`config.mk`:
```
export PLATFORM = sky130hd
export DESIGN_NAME = header_index_dynamic_table_core
export DESIGN_NICKNAME = d
export VERILOG_FILES = /design/src/hw/rtl/hidt_pkg.sv /design/src/hw/rtl/hidt_ram.sv /design/src/hw/rtl/hidt_ctrl.sv /design/src/hw/rtl/hidt_dpath.sv /design/src/hw/rtl/header_index_dynamic_table_core.sv
export SDC_FILE = /design/constraint.sdc
export NUM_CORES = 2
export LEC_CHECK = 0
export BUFFER_PORTS_ARGS = -buffer_cell sky130_fd_sc_hd__buf_2
export CAP_MARGIN = 20
export CORE_ASPECT_RATIO = 1.4
export CORE_UTILIZATION = 25
export DETAILED_ROUTE_END_ITERATION = 16
export HOLD_SLACK_MARGIN = 0.05
export PLACE_DENSITY_LB_ADDON = 0.25
export SYNTH_ARGS = -nofsm -noshare
export SYNTH_HDL_FRONTEND = slang
export SYNTH_SLANG_ARGS = --single-unit
```
`constraint.sdc`:
```
create_clock -name clk -period 7 [get_ports clk]
set_input_delay 0.7 -clock clk [delete_from_list [all_inputs] [get_ports clk]]
set_output_delay 0.7 -clock clk [all_outputs]
set_load 0.05 [all_outputs]
```
`src/hw/rtl/hidt_pkg.sv`:
```
`timescale 1ns / 1ps
`default_nettype none

package hidt_pkg;

    // Fixed field widths
    localparam int HANDLE_W = 16;
    localparam int LEN_W    = 12;
    localparam int INDEX_W  = 7;
    localparam int LIMIT_W  = 16;
    localparam int COUNT_W  = 7;
    localparam int SLOT_W   = 6;
    localparam int ENTRY_W  = HANDLE_W + 2 * LEN_W;
    // name + value + overhead: 4095 + 4095 + 32 fits in 14 bits
    localparam int SIZE_W   = 14;
    // table bytes never exceed limit + one entry
    localparam int BYTES_W  = 17;

    localparam int STATIC_COUNT   = 61;
    localparam int ENTRY_OVERHEAD = 32;

    localparam logic [LIMIT_W-1:0] LIMIT_RESET = 16'd4096;

    localparam logic [1:0] FUNC_ADD    = 2'd0;
    localparam logic [1:0] FUNC_LOOKUP = 2'd1;
    localparam logic [1:0] FUNC_RESIZE = 2'd2;

    localparam logic [1:0] STATUS_DONE       = 2'd0;
    localparam logic [1:0] STATUS_STATIC_HIT = 2'd1;
    localparam logic [1:0] STATUS_DYN_HIT    = 2'd2;
    localparam logic [1:0] STATUS_MISS       = 2'd3;

    typedef struct packed {
        logic [1:0]          func;
        logic [HANDLE_W-1:0] entry_handle;
        logic [LEN_W-1:0]    name_len;
        logic [LEN_W-1:0]    value_len;
        logic [INDEX_W-1:0]  lookup_index;
        logic [LIMIT_W-1:0]  new_limit;
    } req_item_t;

    typedef struct packed {
        logic [1:0]          status;
        logic [SLOT_W-1:0]   static_slot;
        logic [HANDLE_W-1:0] found_handle;
        logic [LEN_W-1:0]    found_name_len;
        logic [LEN_W-1:0]    found_value_len;
        logic [LIMIT_W-1:0]  bytes_in_use;
        logic [COUNT_W-1:0]  entries_in_use;
        logic [COUNT_W-1:0]  evicted_count;
    } rsp_item_t;

    typedef enum logic [2:0] {
        S_IDLE,
        S_EXEC,
        S_FULL_DROP,
        S_ADD_WRITE,
        S_EVICT_CHECK,
        S_EVICT_DROP,
        S_LOOK_WAIT,
        S_DONE
    } hidt_state_t;

    typedef struct packed {
        logic load;
        logic clear_all;
        logic rd_oldest;
        logic rd_lookup;
        logic drop;
        logic add_write;
        logic set_limit;
        logic capture_hit;
        logic finish;
    } hidt_cmd_t;

    typedef struct packed {
        logic [1:0] func;
        logic       too_big;
        logic       ring_full;
        logic       dyn_hit;
        logic       evict_needed;
        logic       out_free;
    } hidt_stat_t;

endpackage

`default_nettype wire

```
`src/hw/rtl/hidt_ram.sv`:
```
`timescale 1ns / 1ps
`default_nettype none

module hidt_ram #(
    parameter int WIDTH = 40,
    parameter int DEPTH = 64
) (
    input  wire logic                     clk,
    input  wire logic                     wr_en,
    input  wire logic [$clog2(DEPTH)-1:0] wr_addr,
    input  wire logic [WIDTH-1:0]         wr_data,
    input  wire logic                     rd_en,
    input  wire logic [$clog2(DEPTH)-1:0] rd_addr,
    output logic      [WIDTH-1:0]         rd_data
);

    logic [WIDTH-1:0] mem_reg [DEPTH];
    logic [WIDTH-1:0] rd_data_reg;

    always_ff @(posedge clk)
    begin
        if (wr_en)
        begin
            mem_reg[wr_addr] <= wr_data;
        end
        if (rd_en)
        begin
            rd_data_reg <= mem_reg[rd_addr];
        end
    end

    assign rd_data = rd_data_reg;

endmodule

`default_nettype wire

```
`src/hw/rtl/hidt_ctrl.sv`:
```
`timescale 1ns / 1ps
`default_nettype none

module hidt_ctrl (
    input  wire logic                clk,
    input  wire logic                rst_n,
    input  wire logic                req_valid,
    output logic                     req_ready,
    input  wire hidt_pkg::hidt_stat_t stat,
    output hidt_pkg::hidt_cmd_t      cmd
);

    import hidt_pkg::*;

    hidt_state_t state_reg;
    hidt_state_t state_next;

    always_ff @(posedge clk or negedge rst_n)
    begin
        if (!rst_n)
        begin
            state_reg <= S_IDLE;
        end
        else
        begin
            state_reg <= state_next;
        end
    end

    always_comb
    begin
        state_next = state_reg;
        cmd        = '0;
        req_ready  = 1'b0;
        unique case (state_reg)
            S_IDLE:
            begin
                req_ready = 1'b1;
                if (req_valid)
                begin
                    cmd.load   = 1'b1;
                    state_next = S_EXEC;
                end
            end
            S_EXEC:
            begin
                unique case (stat.func)
                    FUNC_ADD:
                    begin
                        if (stat.too_big)
                        begin
                            cmd.clear_all = 1'b1;
                            state_next    = S_DONE;
                        end
                        else if (stat.ring_full)
                        begin
                            cmd.rd_oldest = 1'b1;
                            state_next    = S_FULL_DROP;
                        end
                        else
                        begin
                            cmd.add_write = 1'b1;
                            state_next    = S_EVICT_CHECK;
                        end
                    end
                    FUNC_LOOKUP:
                    begin
                        if (stat.dyn_hit)
                        begin
                            cmd.rd_lookup = 1'b1;
                            state_next    = S_LOOK_WAIT;
                        end
                        else
                        begin
                            state_next = S_DONE;
                        end
                    end
                    FUNC_RESIZE:
                    begin
                        cmd.set_limit = 1'b1;
                        state_next    = S_EVICT_CHECK;
                    end
                    default:
                    begin
                        state_next = S_DONE;
                    end
                endcase
            end
            S_FULL_DROP:
            begin
                cmd.drop   = 1'b1;
                state_next = S_ADD_WRITE;
            end
            S_ADD_WRITE:
            begin
                cmd.add_write = 1'b1;
                state_next    = S_EVICT_CHECK;
            end
            S_EVICT_CHECK:
            begin
                if (stat.evict_needed)
                begin
                    cmd.rd_oldest = 1'b1;
                    state_next    = S_EVICT_DROP;
                end
                else
                begin
                    state_next = S_DONE;
                end
            end
            S_EVICT_DROP:
            begin
                cmd.drop   = 1'b1;
                state_next = S_EVICT_CHECK;
            end
            S_LOOK_WAIT:
            begin
                cmd.capture_hit = 1'b1;
                state_next      = S_DONE;
            end
            S_DONE:
            begin
                if (stat.out_free)
                begin
                    cmd.finish = 1'b1;
                    state_next = S_IDLE;
                end
            end
            default:
            begin
                state_next = S_IDLE;
            end
        endcase
    end

endmodule

`default_nettype wire

```
`src/hw/rtl/hidt_dpath.sv`:
```
`timescale 1ns / 1ps
`default_nettype none

module hidt_dpath #(
    parameter int RING_DEPTH = 64
) (
    input  wire logic                 clk,
    input  wire logic                 rst_n,
    input  wire hidt_pkg::req_item_t  req,
    input  wire hidt_pkg::hidt_cmd_t  cmd,
    output hidt_pkg::hidt_stat_t      stat,
    output logic                      rsp_valid,
    input  wire logic                 rsp_ready,
    output hidt_pkg::rsp_item_t       rsp
);

    import hidt_pkg::*;

    localparam int PW = $clog2(RING_DEPTH);
    localparam int CW = $clog2(RING_DEPTH + 1);
    localparam int KW = (CW > INDEX_W) ? CW : INDEX_W;

    // (ptr + n) mod depth, with ptr < depth and n <= depth
    function automatic logic [PW-1:0] wrap_add(input logic [PW-1:0] ptr,
                                               input logic [CW-1:0] n);
        logic [CW:0] sum;
        sum = (CW+1)'(ptr) + (CW+1)'(n);
        if (sum >= (CW+1)'(RING_DEPTH))
        begin
            sum = sum - (CW+1)'(RING_DEPTH);
        end
        return sum[PW-1:0];
    endfunction

    req_item_t            item_reg;
    logic [PW-1:0]        oldest_reg,  oldest_next;
    logic [CW-1:0]        count_reg,   count_next;
    logic [BYTES_W-1:0]   bytes_reg,   bytes_next;
    logic [LIMIT_W-1:0]   limit_reg,   limit_next;
    logic [COUNT_W-1:0]   evicted_reg, evicted_next;
    logic [HANDLE_W-1:0]  fh_reg,      fh_next;
    logic [LEN_W-1:0]     fn_reg,      fn_next;
    logic [LEN_W-1:0]     fv_reg,      fv_next;
    logic                 rsp_valid_reg, rsp_valid_next;
    rsp_item_t            rsp_reg,     rsp_next;

    logic [SIZE_W-1:0]    new_size;
    logic [SIZE_W-1:0]    old_size;
    logic [BYTES_W-1:0]   bytes_after_drop;
    logic                 static_hit;
    logic [INDEX_W-1:0]   dyn_k;
    logic [KW-1:0]        look_off;
    logic [PW-1:0]        wr_addr;
    logic [PW-1:0]        rd_addr;
    logic [ENTRY_W-1:0]   rd_data;
    logic [ENTRY_W-1:0]   wr_data;
    logic [1:0]           result_status;

    hidt_ram #(
        .WIDTH (ENTRY_W),
        .DEPTH (RING_DEPTH)
    ) u_ring (
        .clk     (clk),
        .wr_en   (cmd.add_write),
        .wr_addr (wr_addr),
        .wr_data (wr_data),
        .rd_en   (cmd.rd_oldest | cmd.rd_lookup),
        .rd_addr (rd_addr),
        .rd_data (rd_data)
    );

    always_comb
    begin
        new_size = SIZE_W'(item_reg.name_len) + SIZE_W'(item_reg.value_len)
                 + SIZE_W'(ENTRY_OVERHEAD);
        old_size = SIZE_W'(rd_data[2*LEN_W-1:LEN_W]) + SIZE_W'(rd_data[LEN_W-1:0])
                 + SIZE_W'(ENTRY_OVERHEAD);
        bytes_after_drop = (BYTES_W'(old_size) <= bytes_reg)
                         ? bytes_reg - BYTES_W'(old_size) : '0;

        static_hit = (item_reg.lookup_index != '0)
                  && (item_reg.lookup_index <= INDEX_W'(STATIC_COUNT));
        dyn_k      = item_reg.lookup_index - INDEX_W'(STATIC_COUNT);
        // distance from oldest: count - (index - static count)
        look_off   = KW'(count_reg) - KW'(dyn_k);

        wr_addr = wrap_add(oldest_reg, count_reg);
        wr_data = {item_reg.entry_handle, item_reg.name_len, item_reg.value_len};
        rd_addr = cmd.rd_lookup ? wrap_add(oldest_reg, CW'(look_off)) : oldest_reg;

        stat.func         = item_reg.func;
        stat.too_big      = LIMIT_W'(new_size) > limit_reg;
        stat.ring_full    = count_reg == CW'(RING_DEPTH);
        stat.dyn_hit      = (item_reg.lookup_index > INDEX_W'(STATIC_COUNT))
                         && (KW'(dyn_k) <= KW'(count_reg));
        stat.evict_needed = (count_reg != '0) && (bytes_reg > BYTES_W'(limit_reg));
        stat.out_free     = !rsp_valid_reg || rsp_ready;
    end

    always_comb
    begin
        unique case (item_reg.func)
            FUNC_ADD:    result_status = STATUS_DONE;
            FUNC_RESIZE: result_status = STATUS_DONE;
            FUNC_LOOKUP:
            begin
                if (static_hit)
                begin
                    result_status = STATUS_STATIC_HIT;
                end
                else if (stat.dyn_hit)
                begin
                    result_status = STATUS_DYN_HIT;
                end
                else
                begin
                    result_status = STATUS_MISS;
                end
            end
            default:     result_status = STATUS_MISS;
        endcase
    end

    always_comb
    begin
        oldest_next    = oldest_reg;
        count_next     = count_reg;
        bytes_next     = bytes_reg;
        limit_next     = limit_reg;
        evicted_next   = evicted_reg;
        fh_next        = fh_reg;
        fn_next        = fn_reg;
        fv_next        = fv_reg;
        rsp_valid_next = rsp_valid_reg;
        rsp_next       = rsp_reg;

        if (cmd.load)
        begin
            evicted_next = '0;
            fh_next      = '0;
            fn_next      = '0;
            fv_next      = '0;
        end
        if (cmd.clear_all)
        begin
            evicted_next = COUNT_W'(count_reg);
            oldest_next  = wrap_add(oldest_reg, count_reg);
            count_next   = '0;
            bytes_next   = '0;
        end
        if (cmd.drop)
        begin
            bytes_next   = bytes_after_drop;
            oldest_next  = (oldest_reg == PW'(RING_DEPTH - 1)) ? '0 : oldest_reg + 1'b1;
            count_next   = count_reg - 1'b1;
            evicted_next = evicted_reg + 1'b1;
        end
        if (cmd.add_write)
        begin
            count_next = count_reg + 1'b1;
            bytes_next = bytes_reg + BYTES_W'(new_size);
        end
        if (cmd.set_limit)
        begin
            limit_next = item_reg.new_limit;
        end
        if (cmd.capture_hit)
        begin
            fh_next = rd_data[ENTRY_W-1:2*LEN_W];
            fn_next = rd_data[2*LEN_W-1:LEN_W];
            fv_next = rd_data[LEN_W-1:0];
        end

        if (cmd.finish)
        begin
            rsp_valid_next           = 1'b1;
            rsp_next.status          = result_status;
            rsp_next.static_slot     = (item_reg.func == FUNC_LOOKUP && static_hit)
                                     ? item_reg.lookup_index[SLOT_W-1:0] : '0;
            rsp_next.found_handle    = fh_reg;
            rsp_next.found_name_len  = fn_reg;
            rsp_next.found_value_len = fv_reg;
            rsp_next.bytes_in_use    = bytes_reg[LIMIT_W-1:0];
            rsp_next.entries_in_use  = COUNT_W'(count_reg);
            rsp_next.evicted_count   = evicted_reg;
        end
        else if (rsp_ready)
        begin
            rsp_valid_next = 1'b0;
        end
    end

    always_ff @(posedge clk or negedge rst_n)
    begin
        if (!rst_n)
        begin
            oldest_reg    <= '0;
            count_reg     <= '0;
            bytes_reg     <= '0;
            limit_reg     <= LIMIT_RESET;
            rsp_valid_reg <= 1'b0;
        end
        else
        begin
            oldest_reg    <= oldest_next;
            count_reg     <= count_next;
            bytes_reg     <= bytes_next;
            limit_reg     <= limit_next;
            rsp_valid_reg <= rsp_valid_next;
        end
    end

    always_ff @(posedge clk)
    begin
        if (cmd.load)
        begin
            item_reg <= req;
        end
        evicted_reg <= evicted_next;
        fh_reg      <= fh_next;
        fn_reg      <= fn_next;
        fv_reg      <= fv_next;
        rsp_reg     <= rsp_next;
    end

    assign rsp_valid = rsp_valid_reg;
    assign rsp       = rsp_reg;

endmodule

`default_nettype wire

```
`src/hw/rtl/header_index_dynamic_table_core.sv`:
```
`timescale 1ns / 1ps
`default_nettype none

// Header-compression dynamic table: a ring of RING_DEPTH entries (handle, name
// length, value length) with byte accounting, add, resize and indexed lookup.
// One item is worked at a time; the next item is taken while the previous
// result still waits in the output register. Static lookups, misses and
// oversized adds do not read the ring; a dynamic lookup reads it once; an
// add or resize evicts the oldest entries while the bytes exceed the limit,
// and an add on a full ring first drops the oldest. Each eviction costs a
// read of the ring through its single registered read port and a subtract.
// The ring needs no clearing after reset; items are taken right after it.
module header_index_dynamic_table_core #(
    parameter int RING_DEPTH = 64
) (
    input  wire logic                clk,
    input  wire logic                rst_n,
    input  wire logic                req_valid,
    output logic                     req_ready,
    input  wire hidt_pkg::req_item_t req,
    output logic                     rsp_valid,
    input  wire logic                rsp_ready,
    output hidt_pkg::rsp_item_t      rsp
);

    import hidt_pkg::*;

    hidt_cmd_t  cmd;
    hidt_stat_t stat;

    hidt_ctrl u_ctrl (
        .clk       (clk),
        .rst_n     (rst_n),
        .req_valid (req_valid),
        .req_ready (req_ready),
        .stat      (stat),
        .cmd       (cmd)
    );

    hidt_dpath #(
        .RING_DEPTH (RING_DEPTH)
    ) u_dpath (
        .clk       (clk),
        .rst_n     (rst_n),
        .req       (req),
        .cmd       (cmd),
        .stat      (stat),
        .rsp_valid (rsp_valid),
        .rsp_ready (rsp_ready),
        .rsp       (rsp)
    );

endmodule

`default_nettype wire

```
==> impl_results.md <==
- Status: finished, final reports clean
- Cts bufs inserted: 286
- Yosys warns: 0
- Placed cell count: 13.4k
- Syn nets: 7205
- Number of synthesized flops with an enable pin: 2790
- Syn-to-layout area delta: 20.9%
- CTS Sinks: 2840
- First-pass DRT Iterations: 6
- Rel. slew slack: 0.200
- Worst-Skew Late Latency: 0.93 ns
- Worst-Margin Slew: 1.17 ns
- Longest Clk Path Bufs: 4
- Share of cells above drive strength 1: 0.166
- Core Area: 449000 um2
- Vias: 69.8k
- Element type at the critical path end: flop
- FF-to-FF End: u_dpath.u_ring.mem_reg[51][15]$_DFFE_PP_
- XOR/XNOR Fraction of Synth Area: 0.00614
- Endpoints failing hold: 0
- Max_cap viols: 0
- Post-synthesis mux area share: 0.0430
- Grt total ovfl: 0
- Vias in the first global route: 69.7k
- Syn avg cell area: 16.1 um2
- Gp weighted congestion: 0.860
- Unrepaired setup endpoints after global routing: no
- Startpoint Class: flop
- Nets: 7878
- Post-synthesis adder-cell area fraction: 0.0135
- Ranking of synthesized cells by area: edfxtp_1 (74%), mux2i_1 (4.3%), a32oi_1 (3.7%)
- Post-Syn Instances: 7018
- Final period util: 0.925
- Fillcell total: 44.3k
- Routed Antenna Nets: 0
- Most numerous cell in the Yosys netlist: edfxtp_1
- Leakage: 45.6 nW
- Row Count: 291
- Largest family of logic cells by synthesized area: compound AO/OA/AOI/OAI gates
- GR Util All Layers: 0.180
- Drt drc: 0
- CTS tree: yes
- Final min period: 6.47 ns
- Synth Register Bits: 2840
- PostCTS Resize Cnt: 0
- Synthesized area: 113000 um2
- Yosys top cell by area: edfxtp_1
- Post-CTS setup repair buffer count: 0
- Worst Path Required: 7.57 ns
- Max Clock Skew: 0.0628 ns
- Post-Synth Simple-Gate Area: 0.0673
- Root Buffer: clkbuf_16
- Synth top area share: 0.741
- Fmax: 154 MHz
- Fin. max-slew vios: 0
- Port bufs: 148
- Die width: 570 um
- R2R Setup Slk: 0.53 ns
- Worst R2R Path Depth: 21
- Initial antenna violation count: 42
- First-pass GRT wire length: 577000 um
- Largest net degree at the start of global routing: 122
- Hold Path Class: in2reg
- Most frequently used flop master after synthesis: edfxtp_1
- Register area share after synthesis: 0.752
- Synth cell count leaders: edfxtp_1 (2790), nand2_1 (725), a211oi_1 (494), and3_1 (493), mux2i_1 (484)
- CP max FO: 17
- Final wirelength: 423000 um
- # setup viols final: 0
- Die Ht: 798 um
- Unique masters post-synth: 78
- VDD IR max: 0.000586 V
- TNS Setup: 0 ns
- Average wire per standard cell: 30.4 um
- Worst-path clk slew: 0.06 ns
- Starting Density: 0.252
- Hpwl dp: 277000 um
- Vias/cell: 5.01
- Compound-gate portion of the synthesized area: 0.0976
- Worst reg2reg startpoint: u_dpath.item_reg[24]$_DFFE_PP_
- Hold path depth: 1
- CP Data Arrival Time: 7.04 ns
- Critical hold path startpoint: req[41]
- Number of flip-flops in the largest register: 2560
- Pwr dens: 424 nW/um2
- I/O Pins: 149
- Final cell count without fillers: 13.9k
- Hold Path End: u_dpath.item_reg[41]$_DFFE_PP_
- FFs w/ async S/R, synth: 0.0176
- Setup CP Type: reg2reg
- DRT iter0 DRCs: 7239
- Die footprint: 455000 um2
- H-tree depth: 5
## where the power goes
part           total [mW]  switching (mW)  internal [mW]
Clock                15.2            6.76           8.41
Sequential           20.3           0.656           19.6
Combinational        22.4            15.0           7.43
## placed cells by master, fill, tap and decap left out, types with 58 or more instances in the layout
master / n
a2111oi_0: 95
mux2i_1: 484
buf_4: 491
nor2_1: 71
ha_1: 111
a211oi_1: 494
nor2_4: 66
edfxtp_1: 2790
o21ai_0: 64
clkbuf_16: 291
a32oi_1: 481
a21oi_1: 58
nand2_1: 725
and3_1: 493
buf_2: 151
buf_12: 160
## kinds of logic (layout without fill, tap and decap cells)
kind of cell,after synthesis,count (layout)
flip-flops,2840,2840
AND/OR/NAND/NOR,1566,1566
AO/OA/AOI/OAI,1395,1395
buffers and inverters,538,1424
multiplexers,485,485
adder cells (fa/ha/maj),118,118
XOR/XNOR,76,76
other,0,11
## how the worst max path moves through the flow
stage	depth (start not counted)	slack, ns	start	end
global placement	21	0.30	u_dpath.item_reg[36]$_DFFE_PP_	u_dpath.u_ring.mem_reg[51][24]$_DFFE_PP_
global route	21	0.20	u_dpath.item_reg[24]$_DFFE_PP_	u_dpath.u_ring.mem_reg[51][15]$_DFFE_PP_
floorplan	19	-0.45	u_dpath.item_reg[36]$_DFFE_PP_	u_dpath.u_ring.mem_reg[62][0]$_DFFE_PP_
detailed placement	21	0.62	u_dpath.item_reg[24]$_DFFE_PP_	u_dpath.u_ring.mem_reg[51][13]$_DFFE_PP_
CTS	21	0.55	u_dpath.item_reg[24]$_DFFE_PP_	u_dpath.u_ring.mem_reg[51][25]$_DFFE_PP_
finish	21	0.53	u_dpath.item_reg[24]$_DFFE_PP_	u_dpath.u_ring.mem_reg[51][15]$_DFFE_PP_
## through the flow
step	total power, mW	instance area, um2	util	hold WS, ns	setup slack [ns]
after floorplan	31.1	113000	-	0.400	-0.450
after global placement	42.9	127000	0.283	0.412	0.303
after detailed placement	43.0	127000	0.283	0.405	0.623
after CTS	58.2	137000	0.304	0.0503	0.546
after global routing	59.7	137000	0.304	0.0660	0.197
final	57.9	137000	0.304	0.0643	0.527
## metal layers
layer | vias to the layer above | part of all wire | GRT usage
li1 | 29700 | - | -
met1 | 36800 | 0.38 | 0.212
met4 | 14 | 0.047 | 0.0776
met2 | 2637 | 0.52 | 0.328
met3 | 666 | 0.052 | 0.0208
met5 | - | 0.00024 | 0
## final cells by class
cell class / instances / area, um2 / share of cell area
clock buffers: 348 / 7500 / 0.0549
diodes: 11 / 27.5 / 0.000201
flip-flops and latches: 2840 / 85000 / 0.622
multi-input cells: 3640 / 26600 / 0.195
repair buffers: 865 / 8300 / 0.0607
well taps: 6006 / 7510 / 0.0550
clock inverters: 153 / 1400 / 0.0103
inverters: 58 / 220 / 0.00161
## what timing repair did
item,CTS,global route
endpoints found under the hold margin,105,0
setup endpoints to repair,0,0
hold buffers,57,0
## critical path, stage by stage, from the launching register on
cell and delay (ns):
edfxtp_1 0.42, ha_1 0.33, a21o_1 0.20, a211oi_1 0.33, nor2_1 0.12, o41a_1 0.35, a311oi_1 0.43, xnor2_1 0.23
and3_1 0.26, nand3_1 0.11, xor2_1 0.19, ha_1 0.30, and2_0 0.17, nand4_1 0.27, o311ai_0 0.60, a22oi_1 0.30
nand3_1 0.27, and2_1 0.21, nand3_1 0.09, buf_4 0.26, nor2_4 0.41, buf_12 0.24
No activity file was read; power rests on OpenSTA's default activity.
